`src/hw/rtl/tksl_pkg.sv`:
```
// ----------------------------------------------------------------------------
// Top-K sorted score list: shared types and constants
// Field widths, operation codes, controller states and the structs that
// travel between the controller and the list cells.
// ----------------------------------------------------------------------------
`default_nettype none

package tksl_pkg;

  localparam int unsigned MOVE_W  = 15;
  localparam int unsigned SCORE_W = 16;
  localparam int unsigned RANK_W  = 8;
  localparam int unsigned COUNT_W = 9;
  localparam int unsigned KEEP_W  = 9;
  localparam int unsigned SPAN    = 65535;

  localparam logic OP_CLEAR = 1'b0;
  localparam logic OP_OFFER = 1'b1;

  typedef enum logic [2:0] {
    ST_IDLE = 3'b001,
    ST_CMP  = 3'b010,
    ST_FIN  = 3'b100
  } state_e;

  typedef struct packed {
    logic                      valid;
    logic [MOVE_W-1:0]         move;
    logic signed [SCORE_W-1:0] score;
  } entry_t;

  typedef struct packed {
    logic                      clear;
    logic                      update;
    logic [MOVE_W-1:0]         move;
    logic signed [SCORE_W-1:0] score;
  } ctrl_t;

endpackage

`default_nettype wire

```
`src/hw/rtl/tksl_cell.sv`:
```
// ----------------------------------------------------------------------------
// Top-K sorted score list: list cell
// Holds one entry, compares its score with the candidate and either keeps
// its entry, takes the candidate, takes the entry of its upper neighbor or empties.
// ----------------------------------------------------------------------------
`default_nettype none

module tksl_cell (
  input  wire logic            clk_i,
  input  wire logic            rst_ni,
  input  wire tksl_pkg::ctrl_t ctrl_i,
  input  wire tksl_pkg::entry_t prev_i,
  input  wire logic            prev_ge_i,
  output tksl_pkg::entry_t     entry_o,
  output logic                 ge_o
);

  tksl_pkg::entry_t entry_q, entry_d;

  assign ge_o    = entry_q.valid && ($signed(entry_q.score) >= $signed(ctrl_i.score));
  assign entry_o = entry_q;

  always_comb begin
    entry_d = entry_q;
    if (ctrl_i.clear) begin
      entry_d.valid = 1'b0;
    end else if (ctrl_i.update && !ge_o) begin
      if (prev_ge_i) begin
        entry_d.valid = 1'b1;
        entry_d.move  = ctrl_i.move;
        entry_d.score = ctrl_i.score;
      end else begin
        entry_d = prev_i;
      end
    end
  end

  always_ff @(posedge clk_i or negedge rst_ni) begin
    if (!rst_ni) begin
      entry_q <= '0;
    end else begin
      entry_q <= entry_d;
    end
  end

endmodule

`default_nettype wire

```
`config.mk`:
```
export PLATFORM = sky130hd
export DESIGN_NAME = tksl_cell
export DESIGN_NICKNAME = d
export VERILOG_FILES = /design/src/hw/rtl/tksl_pkg.sv /design/src/hw/rtl/tksl_cell.sv
export SDC_FILE = /design/constraint.sdc
export NUM_CORES = 1
export LEC_CHECK = 0
export BUFFER_PORTS_ARGS = -buffer_cell sky130_fd_sc_hd__buf_2
export CAP_MARGIN = 25
export CORE_MARGIN = 10
export CORE_UTILIZATION = 51
export CTS_BUF_LIST = sky130_fd_sc_hd__clkbuf_16
export DETAILED_ROUTE_END_ITERATION = 8
export PLACE_DENSITY = 0.86
export REMOVE_ABC_BUFFERS = 1
export SLEW_MARGIN = 20
export SYNTH_ARGS = -nofsm -noshare
export SYNTH_HDL_FRONTEND = slang
export SYNTH_SLANG_ARGS = --single-unit
```
`constraint.sdc`:
```
create_clock -name clk_i -period 7.65 [get_ports clk_i]
set_input_delay 1.53 -clock clk_i [delete_from_list [all_inputs] [get_ports clk_i]]
set_output_delay 1.53 -clock clk_i [all_outputs]
set_load 0.01 [all_outputs]
```
==> run summary <==
Critical Path End Type = output pin
Core Area = 0.004058 mm^2
GPL Wtd Cong = 0.7232
sw frac = 33.70%
Setup CP Type = in2out
CTS Root Cell = clkbuf_16
pin count of the biggest net entering global routing = 34
H-tree depth reported by CTS = 2
Cell Area, Synth = 0.002171 mm^2
most common cell after layout, fill and taps aside = buf_2
final instance area = 0.002821 mm^2
period utilization = 64.98%
Die Y = 85.24 um
Boundary Pins = 101
Setup TNS Final = 0 ns
flops & latches, synth = 32
max_cap viols = 0
via/cell ratio = 5.075
R2R Setup Slk = 4.81 ns
share of cells above drive strength 1 = 62.73%
Starting Density = 53.50%
Seq/Total Area, Yosys = 36.89%
Avg Cell Area, Syn = 12.77 um^2
Max Clock Skew = 0.006315 ns
final hold vios = 0
synth unique cells = 26
DRT Pass-1 Iters = 4
smallest hold slack = 0.5007 ns
initial antenna violation count = 0
clock sink total = 32
total number of vias = 1,629
Clock transition at path regs = 0.05 ns
Psw = 0.0003486 W
Inserted Diodes = 0
total wire length = 5.374 mm
CP required = 6.12 ns
# setup viols final = 0
fmax = 201.2 MHz
FP Rows = 23
area post-placement = 0.002659 mm^2
Clk Latency, worst-skew pair = 0.28 ns
Worst Path Max Fanout = 5
warnings from Yosys = 0
number of global-route vias before repair = 1,916
cts bufs inserted = 5
Period minus WS final = 4.971 ns
routed len/inst = 16.74 um
synthesis-to-layout area growth = 29.97%
Clk pwr share = 21.7%
outcome = finished clean
class of the worst hold path = reg2reg
worst vdd ir = 194.1 uV
Worst slew margin = 49.16%
Post CTS Setup Buffer Count = 0
Lkg Pwr = 1.510 nW
Post-CTS Hold Fix Bufs = 0
Die X = 85.24 um
cell count after synthesis = 170
Reg power frac = 30.5%
worst reg2reg path depth = 7
origin of the worst setup path = ctrl_i[15]
input/output buffers = 100
CTS tree = done
max reg flops = 32
Final Max Tran Viols = 0
P_int = 0.0006857 W
Worst-Margin Slew = 0.7626 ns
DRC viols = 0
global-route usage over all layers = 15.15%
buffer depth of the longest clock path = 2
DRT antenna net count = 0
Startpoint Class = input port
hold path cells = 1
data arrival time of the critical path = 3.44 ns
DP HPWL = 4.128 mm
RSZ-0062 raised after global routing = false
global-route wire length before repair = 9.066 mm
Hold Path Origin = entry_o[20]$_DFFE_PN0P_
P per Cell Area = 366.6 mW/mm^2
Comb power frac = 47.8%
fillcell total = 303
post-cts gate resize count = 0
fin nets = 354
total gr overflow = 0
DRT iter0 DRCs = 50
Hold Path End = entry_o[20]$_DFFE_PN0P_
Reg2Reg Launch Point = entry_o[15]$_DFFE_PN0P_
RR Endpoint = entry_o[23]$_DFFE_PN0P_
die area = 0.007266 mm^2
most frequent cells in the layout = buf_2 (100), dfrtp_1 (32), mux2_2 (31)
[worst max-delay path by stage]
stage | slack (ns) | to | depth (start not counted)
after detailed placement | 2.64 | ge_o | 10
final | 2.68 | ge_o | 10
after global placement | 2.70 | ge_o | 10
after global routing | 2.52 | ge_o | 10
after floorplan | 2.99 | ge_o | 8
after CTS | 2.67 | ge_o | 10
[synth_stat cells]
master / instances / area, um^2
nand3_1: 2 / 10.01
clkbuf_1: 4 / 15.01
a41o_1: 1 / 10.01
nor2_1: 3 / 11.26
nor4_2: 1 / 12.51
or3_1: 1 / 6.260
inv_1: 18 / 67.56
nor2b_1: 1 / 6.260
nand4_2: 1 / 12.51
a21boi_0: 1 / 7.510
xor2_1: 1 / 8.760
buf_12: 3 / 60.06
mux2_2: 31 / 349.1
a21o_1: 1 / 7.510
a21oi_1: 8 / 40.04
a221o_1: 1 / 10.01
a221oi_1: 1 / 8.760
and3_2: 1 / 7.510
mux2_4: 30 / 450.4
ha_1: 16 / 200.2
and2_1: 1 / 6.260
o21ai_0: 3 / 15.01
dfrtp_1: 32 / 800.8
mux2i_1: 2 / 20.02
nand2_1: 4 / 15.01
nand4_1: 2 / 12.51
[critical path, stage by stage]
cell and delay [ns]:
buf_2 0.09, inv_1 0.04, ha_1 0.37, nand4_2 0.16, nor4_2 0.38, a21boi_0 0.24, or3_1 0.19, xor2_1 0.20
a21oi_1 0.09, buf_2 0.14
[area by class of cell]
| class | count | area (um^2) | area share, % |
|---|---|---|---|
| Clock buffer | 5 | 125.1 | 4.435 |
| Multi-Input combinational cell | 113 | 1227 | 43.50 |
| Sequential cell | 32 | 800.8 | 28.38 |
| Inverter | 18 | 67.56 | 2.395 |
| Tap cell | 50 | 62.56 | 2.217 |
| Timing Repair Buffer | 100 | 500.5 | 17.74 |
| Clock inverter | 3 | 37.54 | 1.330 |
[power groups by stage]
stage | combinational, W | clock (W) | sequential, W
after floorplan | 0.000295 | 0 | 0.000351
after global placement | 0.000492 | 0 | 0.000310
after detailed placement | 0.000503 | 0 | 0.000314
after CTS | 0.000505 | 0.000227 | 0.000316
after global routing | 0.000542 | 0.000236 | 0.000329
final | 0.000494 | 0.000225 | 0.000315
[cell families after synthesis]
group / share of synthesized area (%)
flip-flops: 36.89
adder cells (fa/ha/maj): 9.222
buffers and inverters: 6.570
AO/OA/AOI/OAI: 4.554
XOR/XNOR: 0.4035
multiplexers: 37.75
AND/OR/NAND/NOR: 4.611
[metrics by stage]
step | power, W | cells | setup slack [ns] | util, %
global placement | 0.0008021 | 313 | 2.704 | 65.53
global route | 0.001107 | 321 | 2.515 | 69.53
detailed placement | 0.0008166 | 313 | 2.644 | 65.53
floorplan | 0.0006460 | 163 | 2.994 | -
CTS | 0.001047 | 321 | 2.672 | 69.53
finish | 0.001034 | 321 | 2.679 | 69.53
[layer usage]
metal	part of all wire [%]	vias up	global-route usage, %
li1	-	805	-
met1	40	757	16.04
met2	48	61	25.68
met3	10	6	7.170
met4	1.2	0	5.389
met5	0	-	0
Power figures use the tool's default switching activity.
